$ cat config.mk
export PLATFORM = sky130hd
export DESIGN_NAME = framed_packet_receiver_crc16_flat
export DESIGN_NICKNAME = d
export VERILOG_FILES = /design/src/frx_pkg.sv /design/src/frx_if.sv /design/src/frx_csr.sv /design/src/frx_parser.sv /design/src/framed_packet_receiver_crc16.sv /design/src/flat_wrapper.sv
export SDC_FILE = /design/constraint.sdc
export NUM_CORES = 1
export LEC_CHECK = 0
export BUFFER_PORTS_ARGS = -buffer_cell sky130_fd_sc_hd__buf_4
export CORE_MARGIN = 5
export CORE_UTILIZATION = 35
export DETAILED_ROUTE_END_ITERATION = 8
export HOLD_SLACK_MARGIN = 0.1
export SKIP_LAST_GASP = 1
export SLEW_MARGIN = 20
export SYNTH_ARGS = -nofsm -noshare
export SYNTH_HDL_FRONTEND = slang
export SYNTH_SLANG_ARGS = --single-unit
export TNS_END_PERCENT = 100
$ cat constraint.sdc
create_clock -name clock -period 6 [get_ports clock]
set_input_delay 0.9 -clock clock [delete_from_list [all_inputs] [get_ports clock]]
set_output_delay 0.9 -clock clock [all_outputs]
set_load 0.005 [all_outputs]
$ cat src/frx_pkg.sv
// Package: shared types, constants and functions of the framed packet receiver.
`timescale 1ns / 1ps
package frx_pkg;

   localparam logic [15:0] CRC_INIT   = 16'hFFFF;
   localparam logic [15:0] CRC_POLY   = 16'hA001;
   localparam logic [7:0]  SLAVE_ID_RESET    = 8'h01;
   localparam logic [15:0] HEADER_WORD_RESET = 16'hAACC;
   localparam logic [15:0] TAIL_WORD_RESET   = 16'hAAEE;
   localparam logic [7:0]  SLAVE_ID_SEND     = 8'h01;
   localparam logic [7:0]  SLAVE_ID_RECV     = 8'h02;

   typedef enum logic [1:0] {
      CSR_SLAVE_ID    = 2'd0,
      CSR_HEADER_WORD = 2'd1,
      CSR_TAIL_WORD   = 2'd2
   } csr_index_type;

   typedef enum logic [3:0] {
      PH_HDR_HI  = 4'd0,
      PH_HDR_LO  = 4'd1,
      PH_ID      = 4'd2,
      PH_CMD     = 4'd3,
      PH_DATA    = 4'd4,
      PH_CRC_LO  = 4'd5,
      PH_CRC_HI  = 4'd6,
      PH_TAIL_HI = 4'd7,
      PH_TAIL_LO = 4'd8
   } phase_type;

   typedef struct packed {
      logic [7:0]  slave_id;
      logic [15:0] header_word;
      logic [15:0] tail_word;
   } cfg_type;

   typedef struct packed {
      logic       payload_valid;
      logic [7:0] payload_byte;
      logic [7:0] frame_command;
      logic       frame_done;
      logic       crc_error;
      logic       bad_command;
   } rsp_type;

   typedef struct packed {
      logic       found;
      logic [5:0] len_send;
      logic [5:0] len_recv;
   } frame_entry_type;

   // Frame type ROM: command byte to payload length, send and receive columns.
   function automatic frame_entry_type frame_lookup(input logic [7:0] cmd);
      frame_entry_type e;
      e = '{found: 1'b1, len_send: 6'd0, len_recv: 6'd0};
      case (cmd)
         8'h11: begin e.len_send = 6'd1;  e.len_recv = 6'd5;  end
         8'h12: begin e.len_send = 6'd5;  e.len_recv = 6'd1;  end
         8'h13: begin e.len_send = 6'd1;  e.len_recv = 6'd5;  end
         8'h2A: begin e.len_send = 6'd1;  e.len_recv = 6'd1;  end
         8'h2C: begin e.len_send = 6'd1;  e.len_recv = 6'd1;  end
         8'h2E: begin e.len_send = 6'd0;  e.len_recv = 6'd2;  end
         8'h31: begin e.len_send = 6'd0;  e.len_recv = 6'd1;  end
         8'h34: begin e.len_send = 6'd8;  e.len_recv = 6'd1;  end
         8'h35: begin e.len_send = 6'd8;  e.len_recv = 6'd1;  end
         8'h36: begin e.len_send = 6'd5;  e.len_recv = 6'd1;  end
         8'h37: begin e.len_send = 6'd5;  e.len_recv = 6'd1;  end
         8'h38: begin e.len_send = 6'd4;  e.len_recv = 6'd1;  end
         8'h39: begin e.len_send = 6'd4;  e.len_recv = 6'd1;  end
         8'h3A: begin e.len_send = 6'd4;  e.len_recv = 6'd1;  end
         8'h3D: begin e.len_send = 6'd0;  e.len_recv = 6'd0;  end
         8'h3E: begin e.len_send = 6'd0;  e.len_recv = 6'd0;  end
         8'h3F: begin e.len_send = 6'd8;  e.len_recv = 6'd0;  end
         8'h40: begin e.len_send = 6'd0;  e.len_recv = 6'd5;  end
         8'h42: begin e.len_send = 6'd0;  e.len_recv = 6'd21; end
         8'h43: begin e.len_send = 6'd0;  e.len_recv = 6'd33; end
         8'h50: begin e.len_send = 6'd4;  e.len_recv = 6'd1;  end
         8'h51: begin e.len_send = 6'd0;  e.len_recv = 6'd5;  end
         8'h53: begin e.len_send = 6'd0;  e.len_recv = 6'd5;  end
         8'h56: begin e.len_send = 6'd0;  e.len_recv = 6'd1;  end
         8'h58: begin e.len_send = 6'd1;  e.len_recv = 6'd1;  end
         8'h80: begin e.len_send = 6'd40; e.len_recv = 6'd1;  end
         8'h81: begin e.len_send = 6'd40; e.len_recv = 6'd1;  end
         8'h82: begin e.len_send = 6'd37; e.len_recv = 6'd1;  end
         default: e.found = 1'b0;
      endcase
      return e;
   endfunction

   // CRC-16/Modbus update over one byte, LSB first.
   function automatic logic [15:0] crc16_byte(input logic [15:0] crc, input logic [7:0] b);
      logic [15:0] c;
      c = crc ^ {8'h00, b};
      for (int i = 0; i < 8; i++) begin
         c = c[0] ? ((c >> 1) ^ CRC_POLY) : (c >> 1);
      end
      return c;
   endfunction

endpackage

$ cat src/frx_if.sv
// Interfaces: byte input, result output and register write channels.
`timescale 1ns / 1ps
interface frx_req_if;
   logic       valid;
   logic       ready;
   logic [7:0] rx_byte;
   modport source (output valid, output rx_byte, input ready);
   modport sink   (input valid, input rx_byte, output ready);
endinterface

interface frx_rsp_if;
   logic       valid;
   logic       ready;
   logic       payload_valid;
   logic [7:0] payload_byte;
   logic [7:0] frame_command;
   logic       frame_done;
   logic       crc_error;
   logic       bad_command;
   modport source (output valid, output payload_valid, output payload_byte,
                   output frame_command, output frame_done, output crc_error,
                   output bad_command, input ready);
   modport sink   (input valid, input payload_valid, input payload_byte,
                   input frame_command, input frame_done, input crc_error,
                   input bad_command, output ready);
endinterface

interface frx_csr_if;
   logic        valid;
   logic        ready;
   logic [1:0]  index;
   logic [15:0] data;
   modport source (output valid, output index, output data, input ready);
   modport sink   (input valid, input index, input data, output ready);
endinterface

$ cat src/frx_csr.sv
// Configuration registers: slave id, header word and tail word.
`timescale 1ns / 1ps
module frx_csr (
   input  logic              clock,
   input  logic              reset,
   frx_csr_if.sink           csr_chan,
   output frx_pkg::cfg_type  cfg
);
   import frx_pkg::*;

   cfg_type cfg_ff;
   cfg_type cfg_in;

   assign csr_chan.ready = 1'b1;
   assign cfg = cfg_ff;

   always_comb begin
      cfg_in = cfg_ff;
      if (csr_chan.valid) begin
         unique case (csr_chan.index)
            CSR_SLAVE_ID:    cfg_in.slave_id    = csr_chan.data[7:0];
            CSR_HEADER_WORD: cfg_in.header_word = csr_chan.data;
            CSR_TAIL_WORD:   cfg_in.tail_word   = csr_chan.data;
            default:         cfg_in = cfg_ff;
         endcase
      end
   end

   always_ff @(posedge clock) begin
      if (reset) begin
         cfg_ff.slave_id    <= SLAVE_ID_RESET;
         cfg_ff.header_word <= HEADER_WORD_RESET;
         cfg_ff.tail_word   <= TAIL_WORD_RESET;
      end else begin
         cfg_ff <= cfg_in;
      end
   end

endmodule

$ cat src/frx_parser.sv
// Frame parser: phase state machine, running CRC and per-byte result.
`timescale 1ns / 1ps
module frx_parser (
   input  logic              clock,
   input  logic              reset,
   input  logic              step,
   input  logic [7:0]        rx_byte,
   input  frx_pkg::cfg_type  cfg,
   output frx_pkg::rsp_type  result
);
   import frx_pkg::*;

   phase_type       phase_ff, phase_in;
   logic [5:0]      bytes_left_ff, bytes_left_in;
   logic [15:0]     crc_ff, crc_in;
   logic [7:0]      crc_low_ff, crc_low_in;
   logic [7:0]      command_ff, command_in;
   logic            column_ff, column_in;
   logic [15:0]     crc_next;
   frame_entry_type entry;

   assign crc_next = crc16_byte(crc_ff, rx_byte);
   assign entry    = frame_lookup(rx_byte);

   always_comb begin
      phase_in      = phase_ff;
      bytes_left_in = bytes_left_ff;
      crc_in        = crc_ff;
      crc_low_in    = crc_low_ff;
      command_in    = command_ff;
      column_in     = column_ff;
      result        = '0;

      unique case (phase_ff)
         PH_HDR_LO: begin
            if (rx_byte == cfg.header_word[7:0]) begin
               crc_in   = CRC_INIT;
               phase_in = PH_ID;
            end
         end
         PH_ID: begin
            if (rx_byte == cfg.slave_id) begin
               crc_in   = crc_next;
               phase_in = PH_CMD;
            end
         end
         PH_CMD: begin
            command_in = rx_byte;
            if (entry.found) begin
               if (cfg.slave_id == SLAVE_ID_SEND) column_in = 1'b0;
               else if (cfg.slave_id == SLAVE_ID_RECV) column_in = 1'b1;
               bytes_left_in = column_in ? entry.len_recv : entry.len_send;
               crc_in        = crc_next;
               phase_in      = (bytes_left_in == 6'd0) ? PH_CRC_LO : PH_DATA;
            end else begin
               result.bad_command = 1'b1;
               phase_in           = PH_HDR_HI;
            end
         end
         PH_DATA: begin
            result.payload_valid = 1'b1;
            result.payload_byte  = rx_byte;
            crc_in               = crc_next;
            bytes_left_in        = bytes_left_ff - 6'd1;
            if (bytes_left_in == 6'd0) phase_in = PH_CRC_LO;
         end
         PH_CRC_LO: begin
            crc_low_in = rx_byte;
            phase_in   = PH_CRC_HI;
         end
         PH_CRC_HI: begin
            if ({rx_byte, crc_low_ff} == crc_ff) begin
               phase_in = PH_TAIL_HI;
            end else begin
               result.crc_error = 1'b1;
               phase_in         = PH_HDR_HI;
            end
         end
         PH_TAIL_HI: begin
            if (rx_byte == cfg.tail_word[15:8]) phase_in = PH_TAIL_LO;
         end
         PH_TAIL_LO: begin
            if (rx_byte == cfg.tail_word[7:0]) begin
               result.frame_done = 1'b1;
               phase_in          = PH_HDR_HI;
            end
         end
         default: begin
            // header hunt
            phase_in = (rx_byte == cfg.header_word[15:8]) ? PH_HDR_LO : PH_HDR_HI;
         end
      endcase

      result.frame_command = command_in;
   end

   always_ff @(posedge clock) begin
      if (reset) begin
         phase_ff      <= PH_HDR_HI;
         bytes_left_ff <= 6'd0;
         crc_ff        <= CRC_INIT;
         crc_low_ff    <= 8'h00;
         command_ff    <= 8'h00;
         column_ff     <= 1'b0;
      end else if (step) begin
         phase_ff      <= phase_in;
         bytes_left_ff <= bytes_left_in;
         crc_ff        <= crc_in;
         crc_low_ff    <= crc_low_in;
         command_ff    <= command_in;
         column_ff     <= column_in;
      end
   end

endmodule

$ cat src/framed_packet_receiver_crc16.sv
// Top level: framed packet receiver with CRC-16/Modbus check.
//
// req_chan carries one received serial byte per transfer. Every accepted
// byte yields exactly one transfer on rsp_chan: payload_valid/payload_byte
// for payload bytes, frame_command for the frame in progress, and the
// flags frame_done, crc_error and bad_command.
// csr_chan writes slave_id (index 0), header_word (1) and tail_word (2);
// it is always ready. Write it only while no byte is in flight.
// A byte accepted into the input register has its result registered once
// the result register is free, and rsp_chan.valid then rises. Throughput
// is one byte per cycle while rsp_chan does not stall; the parse step (table
// lookup plus one CRC byte update) sits between the input register and
// the result register.
// Reset (synchronous, active high) empties both registers, returns the
// parser to the header hunt with CRC 0xFFFF and restores the register
// defaults. When the rsp_chan sink stalls, the result holds and one more
// byte is taken into the input register; then req_chan.ready drops.
`timescale 1ns / 1ps
module framed_packet_receiver_crc16 (
   input  logic       clock,
   input  logic       reset,
   frx_req_if.sink    req_chan,
   frx_rsp_if.source  rsp_chan,
   frx_csr_if.sink    csr_chan
);
   import frx_pkg::*;

   cfg_type    cfg;
   rsp_type    result;
   logic       in_valid_ff, in_valid_in;
   logic [7:0] in_byte_ff;
   logic       out_valid_ff, out_valid_in;
   rsp_type    out_ff;
   logic       out_free;
   logic       advance;
   logic       req_xfer;

   frx_csr u_csr (
      .clock    (clock),
      .reset    (reset),
      .csr_chan (csr_chan),
      .cfg      (cfg)
   );

   frx_parser u_parser (
      .clock   (clock),
      .reset   (reset),
      .step    (advance),
      .rx_byte (in_byte_ff),
      .cfg     (cfg),
      .result  (result)
   );

   assign out_free       = !out_valid_ff || rsp_chan.ready;
   assign advance        = in_valid_ff && out_free;
   assign req_chan.ready = !in_valid_ff || advance;
   assign req_xfer       = req_chan.valid && req_chan.ready;

   always_comb begin
      in_valid_in = in_valid_ff;
      if (req_xfer) in_valid_in = 1'b1;
      else if (advance) in_valid_in = 1'b0;

      out_valid_in = out_valid_ff;
      if (advance) out_valid_in = 1'b1;
      else if (rsp_chan.ready) out_valid_in = 1'b0;
   end

   always_ff @(posedge clock) begin
      if (reset) begin
         in_valid_ff  <= 1'b0;
         out_valid_ff <= 1'b0;
      end else begin
         in_valid_ff  <= in_valid_in;
         out_valid_ff <= out_valid_in;
      end
   end

   // payload registers: load on transfer, otherwise hold
   always_ff @(posedge clock) begin
      if (req_xfer) in_byte_ff <= req_chan.rx_byte;
      if (advance) out_ff <= result;
   end

   assign rsp_chan.valid         = out_valid_ff;
   assign rsp_chan.payload_valid = out_ff.payload_valid;
   assign rsp_chan.payload_byte  = out_ff.payload_byte;
   assign rsp_chan.frame_command = out_ff.frame_command;
   assign rsp_chan.frame_done    = out_ff.frame_done;
   assign rsp_chan.crc_error     = out_ff.crc_error;
   assign rsp_chan.bad_command   = out_ff.bad_command;

endmodule

$ cat src/flat_wrapper.sv
// flat-port wrapper written by rule: the top's interface ports become plain ports
module framed_packet_receiver_crc16_flat import frx_pkg::*;
  (clock, reset, req_chan_valid, req_chan_rx_byte, req_chan_ready, rsp_chan_valid, rsp_chan_payload_valid, rsp_chan_payload_byte, rsp_chan_frame_command, rsp_chan_frame_done, rsp_chan_crc_error, rsp_chan_bad_command, rsp_chan_ready, csr_chan_valid, csr_chan_index, csr_chan_data, csr_chan_ready);
  frx_req_if req_chan_i ();
  frx_rsp_if rsp_chan_i ();
  frx_csr_if csr_chan_i ();
  input  logic clock;
  input  logic reset;
  input wire logic [$bits(req_chan_i.valid)-1:0] req_chan_valid;
  input wire logic [$bits(req_chan_i.rx_byte)-1:0] req_chan_rx_byte;
  output wire logic [$bits(req_chan_i.ready)-1:0] req_chan_ready;
  output wire logic [$bits(rsp_chan_i.valid)-1:0] rsp_chan_valid;
  output wire logic [$bits(rsp_chan_i.payload_valid)-1:0] rsp_chan_payload_valid;
  output wire logic [$bits(rsp_chan_i.payload_byte)-1:0] rsp_chan_payload_byte;
  output wire logic [$bits(rsp_chan_i.frame_command)-1:0] rsp_chan_frame_command;
  output wire logic [$bits(rsp_chan_i.frame_done)-1:0] rsp_chan_frame_done;
  output wire logic [$bits(rsp_chan_i.crc_error)-1:0] rsp_chan_crc_error;
  output wire logic [$bits(rsp_chan_i.bad_command)-1:0] rsp_chan_bad_command;
  input wire logic [$bits(rsp_chan_i.ready)-1:0] rsp_chan_ready;
  input wire logic [$bits(csr_chan_i.valid)-1:0] csr_chan_valid;
  input wire logic [$bits(csr_chan_i.index)-1:0] csr_chan_index;
  input wire logic [$bits(csr_chan_i.data)-1:0] csr_chan_data;
  output wire logic [$bits(csr_chan_i.ready)-1:0] csr_chan_ready;
  assign req_chan_i.valid = req_chan_valid;
  assign req_chan_i.rx_byte = req_chan_rx_byte;
  assign req_chan_ready = req_chan_i.ready;
  assign rsp_chan_valid = rsp_chan_i.valid;
  assign rsp_chan_payload_valid = rsp_chan_i.payload_valid;
  assign rsp_chan_payload_byte = rsp_chan_i.payload_byte;
  assign rsp_chan_frame_command = rsp_chan_i.frame_command;
  assign rsp_chan_frame_done = rsp_chan_i.frame_done;
  assign rsp_chan_crc_error = rsp_chan_i.crc_error;
  assign rsp_chan_bad_command = rsp_chan_i.bad_command;
  assign rsp_chan_i.ready = rsp_chan_ready;
  assign csr_chan_i.valid = csr_chan_valid;
  assign csr_chan_i.index = csr_chan_index;
  assign csr_chan_i.data = csr_chan_data;
  assign csr_chan_ready = csr_chan_i.ready;
  framed_packet_receiver_crc16 u_core (.clock(clock), .reset(reset), .req_chan(req_chan_i), .rsp_chan(rsp_chan_i), .csr_chan(csr_chan_i));
endmodule
## Yosys cells after proc, flatten, opt, wreduce, memory -nomap -nowiden

Cells that the tools add are included.

- Memories kept: 0
- Bits in writable memories: 0
- Latch bits: 0
- ROM bits: 0
- Bits of input ports: 31
- Output and inout port bits: 23
- Register bits after elaboration: 113
- Word-level logic and storage cells: 150

- $add $sub $neg: 1
- Bitwise operators: 9
- Divide/modulo/power cells: 0
- Reductions and logical operators: 30
- Multipliers: 0
- Mux-type cells: 40
- Magnitude comparators: 0
- Shifts and indexed selects: 0
- Equality and inequality tests: 52

Operators by type and width:

| cell | count |
|---|---|
| two-way mux 16 bit | 11 |
| one-hot mux 12 bit (13 select lines) | 1 |
| == test 8 x 6 -> 1 bit, second input constant | 14 |
| == test 8 x 7 -> 1 bit, second input constant | 8 |
| one-hot mux 16 bit (4 select lines) | 1 |
| == test 8 bit | 5 |
| one-hot mux 4 bit (8 select lines) | 1 |
| OR reduction 28 bit | 1 |
| == test 8 x 5 -> 1 bit, second input constant | 3 |
| == test 8 bit, second input constant | 3 |
| NOT 2 -> 3 bit | 8 |
| two-way mux 4 bit | 5 |
| == test 16 bit | 1 |
| == test 4 x 3 -> 1 bit, second input constant | 4 |
| XOR 16 x 8 -> 16 bit | 1 |
| two-way mux 1 bit | 14 |
| zero test 6 bit | 2 |
| two-way mux 6 bit | 2 |
| inequality test 2 bit, second input constant | 6 |
| one-hot mux 6 bit (2 select lines) | 1 |
| two-way mux 9 bit | 1 |
| OR reduction 3 bit | 3 |
| == test 4 x 2 -> 1 bit, second input constant | 2 |
| == test 8 x 1 -> 1 bit, second input constant | 1 |
| 20 further kinds | 33 |

## Logic depth before layout (Yosys ltp)

- Depth in word-level cells: 19
- Mapped depth: 10
- Gate-level depth less buffers: 9

## Cells and area by module

Synthesis repeated with hierarchy kept, for this count alone.

- Cell total of the unflattened synthesis: 649
- Area total of the unflattened synthesis: 6251.0 sq um

By module, submodules not included:

| module | cells an instance | area an instance (sq um) | times used |
|---|---|---|---|
| frx_parser | 450 | 3651.0 | 1 |
| frx_csr | 161 | 1655.3 | 1 |
| framed_packet_receiver_crc16 | 38 | 944.7 | 1 |

## Worst setup path after synthesis

Ideal clock, no wire load.

- Kind: input to register
- Start point: in rsp_chan_ready
- End point: reg u_core.u_parser.column_ff
- Cell stages on the path: 6
- Slack: 3.379 ns
- Data required time: 5.872 ns
- Arrival: 2.494 ns
- Cell sequence: nor2b_1 -> nor2b_1 -> buf_1 -> nand3b_1 -> mux2i_1 -> nor2_1

- Word-level cells in the longest chain between the ends: 3

RTL lines:

| element | line | RTL |
|---|---|---|
| from (decl) | flat_wrapper.sv:19 | `input wire logic [$bits(rsp_chan_i.ready)-1:0] rsp_chan_ready;` |
| logical OR 1 bit | framed_packet_receiver_crc16.sv:54 | `assign out_free = !out_valid_ff \|\| rsp_chan.ready;` |
| logical AND 1 bit | framed_packet_receiver_crc16.sv:55 | `assign advance = in_valid_ff && out_free;` |
| named net u_core.advance | framed_packet_receiver_crc16.sv:35 | `logic advance;` |
| AND reduction 3 bit (no source line) | -- |  |
| to (signal assigned) | frx_parser.sv:111 | `column_ff <= column_in;` |
| to (decl) | frx_parser.sv:18 | `logic column_ff, column_in;` |

The timed path passes the listed nets, and every way through them passes these cells.
A chain may end at the register's enable or synchronous reset.

## Worst setup path after layout

- Start point: reg u_core.u_parser.phase_ff[0]
- End point: reg u_core.u_parser.crc_ff[10]

- Word-level cells in the longest chain between the ends: 3
- Elaborated cells on any way between the ends: 10
- Those cells by class: 7 x eq/ne; 1 x mux; 2 x reduce/logical

RTL lines:

| element | line | RTL |
|---|---|---|
| from (decl) | frx_parser.sv:13 | `phase_type phase_ff, phase_in;` |
| from (signal assigned) | frx_parser.sv:106 | `phase_ff <= phase_in;` |
| == test 4 x 3 -> 1 bit (tied with other cells) | frx_parser.sv:34 | `unique case (phase_ff)` |
| nonzero test 4 bit (no source line) or inequality test 2 bit (tied branches) | -- |  |
| AND reduction 5 bit (no source line) | -- |  |
| to (signal assigned) | frx_parser.sv:108 | `crc_ff <= crc_in;` |
| to (decl) | frx_parser.sv:15 | `logic [15:0] crc_ff, crc_in;` |

Parallel ways exist; a longest one is shown, timed or not.

==> flow_summary_export.csv <==
group,metric,value,unit
placed_design,dpl-instance-area,6540,um^2
timing,tightest_slew,1.03,ns
synth,synth_top_family_by_area,"simple AND/OR/NAND/NOR gates",
min_path,hold_path_class,"register to register",
timing,slew_violations,0,
global_route,grt_usage,0.155,
min_path,holdPathStages,2,
floorplanning,core_area,17100,um^2
timing,timing.final.crit_share,0.580,
finish,drive_gt1_frac,0.186,
placed_design,dp_hpwl,9820,um
synth,synth_enable_flop_cells,28,
synth,synth_area_leader_cell,"dfxtp_1",
route,drc_errors,0,
clocking,cts.repair.resized,0,
setup_path,crit_fanout,27,
synth,synth_area,6040,um^2
synth,yosys_warnings,0,
setup_path,setup.worst_path.class,"register to register",
synth,synth_area_per_cell,9.30,um^2
clocking,cts-root-buf,"clkbuf_16",
synth,synth_compound_area_frac,0.112,
finish,finalInstanceArea,7120,um^2
synth,synth_async_sr_flop_share,0,
timing,maxSlewHeadroom,0.315,
floorplanning,dieHeight,141,um
clocking,cts_tree,"yes",
synth,synthXorXnorAreaFrac,0.129,
job,maxCapViolCount,0,
timing,fin_setup_tns,0,ns
route,dr.pass1.iters,5,
synth,synth_seq_cells,113,
power,power_density,283,nW/um^2
synth,dominantRegCellSynth,"dfxtp_1",
clocking,ctsHoldBuffers,0,
synth,synth_area_leaders,"dfxtp_1 28%, edfxtp_1 14%, xor2_1 6.4%",
power,leakagePower,0.00270,uW
synth,synthAdderAreaFrac,0.00414,
power,ir_drop,0.000181,V
global_route,overflow,0,
synth,muxShareOfSynthArea,0.0646,
route,antenna_left,0,
global_route,antenna_found_initial,0,
power,finalPower,2010,uW
finish,final.fill_count,1680,
setup_path,worstPathArrival,3.80,ns
clocking,cts_buffer_depth,2,
placed_design,gp_congestion,0.918,
synth,yosys.area_share.simple,0.226,
floorplanning,start_util,0.353,
clocking,ctsHtreeMaxLevel,4,
global_route,grt_max_degree,64,
route,vias_per_cell,5.23,
finish,fin_nets,715,
setup_path,start_kind,"register",
floorplanning,die_w,141,um
finish,utilization,0.416,
synth,yosysMostFrequentCell,"dfxtp_1",
setup_path,crit_required,6.32,ns
clocking,post_cts.repair.setup_buffers,0,
route,drtIter0Drc,468,
finish,insertedDiodeCount,0,
synth,synthTopCellsByCount,"85 x dfxtp_1, 81 x nand2_1, 58 x nor2_1",
global_route,grt_pass1_wl,24600,um
route,wl,15100,um
timing,period_minus_slack,3.48,ns
clocking,numCtsBuffers,17,
finish,area_growth,18.0,%
timing,rsz0062_at_grt,"false",
timing,finClkSkew,0.00825,ns
status,status,"complete, no violations",
timing,holdWs,0.464,ns
route,wl_per_cell,16.5,um
clocking,cts_sinks,113,
clocking,clk_pin_slew,0.06,ns
timing,hold_violations,0,
floorplanning,ios,54,
timing,fmax,287,MHz
floorplanning,die-area,20000,um^2
synth,syn_inst,649,
synth,synth_cell_types,71,
setup_path,rr_worst_depth,7,
floorplanning,fp-row-count,48,
synth,ys_seq_area_frac,0.421,
timing,finalSetupViolCount,0,
route,vias,4816,
global_route,grt_pass1_vias,4860,
clocking,clk_latency,0.43,ns
synth,netlist.area_leader.share,0.282,
placed_design,portBuffers,52,
synth,syn-num-nets,682,
setup_path,cp-end-kind,"register",
[per-stage QoR]
stage,worst slack (ns),cells
global placement,2.55,887
CTS,2.45,919
global route,2.11,920
floorplan,3.38,649
finish,2.52,920
detailed placement,2.41,887
[sequential cells by signal, summed over array words and instances (netlist names), 4 cells and up]
signal and flops:
u_core.u_parser.crc_ff 16, u_core.u_parser.bytes_left_ff 6, u_core.u_parser.phase_ff 4, u_core.in_byte_ff 8
u_core.u_parser.crc_low_ff 8, u_core.u_csr.cfg 40, u_core.u_parser.command_ff 8, u_core.rsp_chan.frame_command 8
u_core.rsp_chan.payload_byte 8
[power by group]
group | switching, uW | leakage, uW | internal (uW) | total [uW]
registers | 24.9 | 0.000964 | 805 | 830
clock network | 391 | 0.000272 | 573 | 964
logic | 126 | 0.00146 | 93.8 | 220
[layer usage]
metal | track usage | vias to the layer above | share of wire
li1 | - | 2323 | -
met1 | 0.195 | 2303 | 0.45
met2 | 0.251 | 154 | 0.47
met3 | 0.0425 | 36 | 0.057
met4 | 0.0637 | 0 | 0.024
met5 | 0 | - | 0
[cell families after synthesis]
| kind of cell | count (synthesis) |
|---|---|
| flip-flops | 113 |
| AND/OR/NAND/NOR | 270 |
| other | 1 |
| multiplexers | 38 |
| AO/OA/AOI/OAI | 92 |
| adder cells (fa/ha/maj) | 2 |
| XOR/XNOR | 80 |
| buffers and inverters | 53 |
[worst max-delay path, cell delays in order (launching register included)]
cell and delay (ns):
dfxtp_1 0.38, nor2_1 0.56, mux2i_1 0.25, nor2_1 0.73, a21oi_1 0.17, a211oi_4 0.88
nand3_1 0.17, a21o_1 0.22
[placed cells by master (no fill, tap or decap), types with 3 or more instances in the layout]
cell type | Yosys | final
nand2b_1 | 8 | 8
nand3b_1 | 5 | 5
or3_1 | 5 | 5
or2_2 | 9 | 9
and3_1 | 8 | 8
nand3_1 | 31 | 31
inv_1 | 5 | 5
clkinv_4 | 0 | 6
dfxtp_1 | 85 | 85
o21ai_0 | 7 | 7
mux2_2 | 8 | 8
xor2_1 | 44 | 44
and3b_1 | 3 | 3
buf_4 | 2 | 59
and2_1 | 3 | 3
nor2b_1 | 8 | 7
nor3_1 | 13 | 12
xnor2_1 | 29 | 29
xnor2_2 | 3 | 3
a211o_1 | 3 | 3
a211oi_1 | 6 | 6
clkbuf_16 | 0 | 17
nor2_1 | 58 | 57
a21oi_1 | 34 | 34
nand2_1 | 81 | 81
a21o_1 | 11 | 11
edfxtp_1 | 28 | 28
a31oi_1 | 3 | 3
nor3b_1 | 4 | 4
mux2i_1 | 30 | 30
nor4_1 | 14 | 14
nand4_1 | 7 | 7
[worst paths after layout]
kind | start | end | slack, ns
worst min-delay path | u_core.u_csr.cfg[28] | u_core.u_csr.cfg[28] | 0.46
worst max register to register | u_core.u_parser.phase_ff[0] | u_core.u_parser.crc_ff[10] | 2.52
worst max-delay path | u_core.u_parser.phase_ff[0] | u_core.u_parser.crc_ff[10] | 2.52
worst min register to register | u_core.u_csr.cfg[28] | u_core.u_csr.cfg[28] | 0.46
[layout make-up]
type	instances	area [um^2]	share of cell area
timing repair buffer	60	458	0.0643
clock inverter	14	133	0.0186
tap	225	282	0.0395
clock buffer	18	429	0.0602
sequential	113	2540	0.357
inverter	7	26.3	0.00369
multi-input combinational	483	3250	0.457
Note: power is estimated with default switching activity, not from simulation.
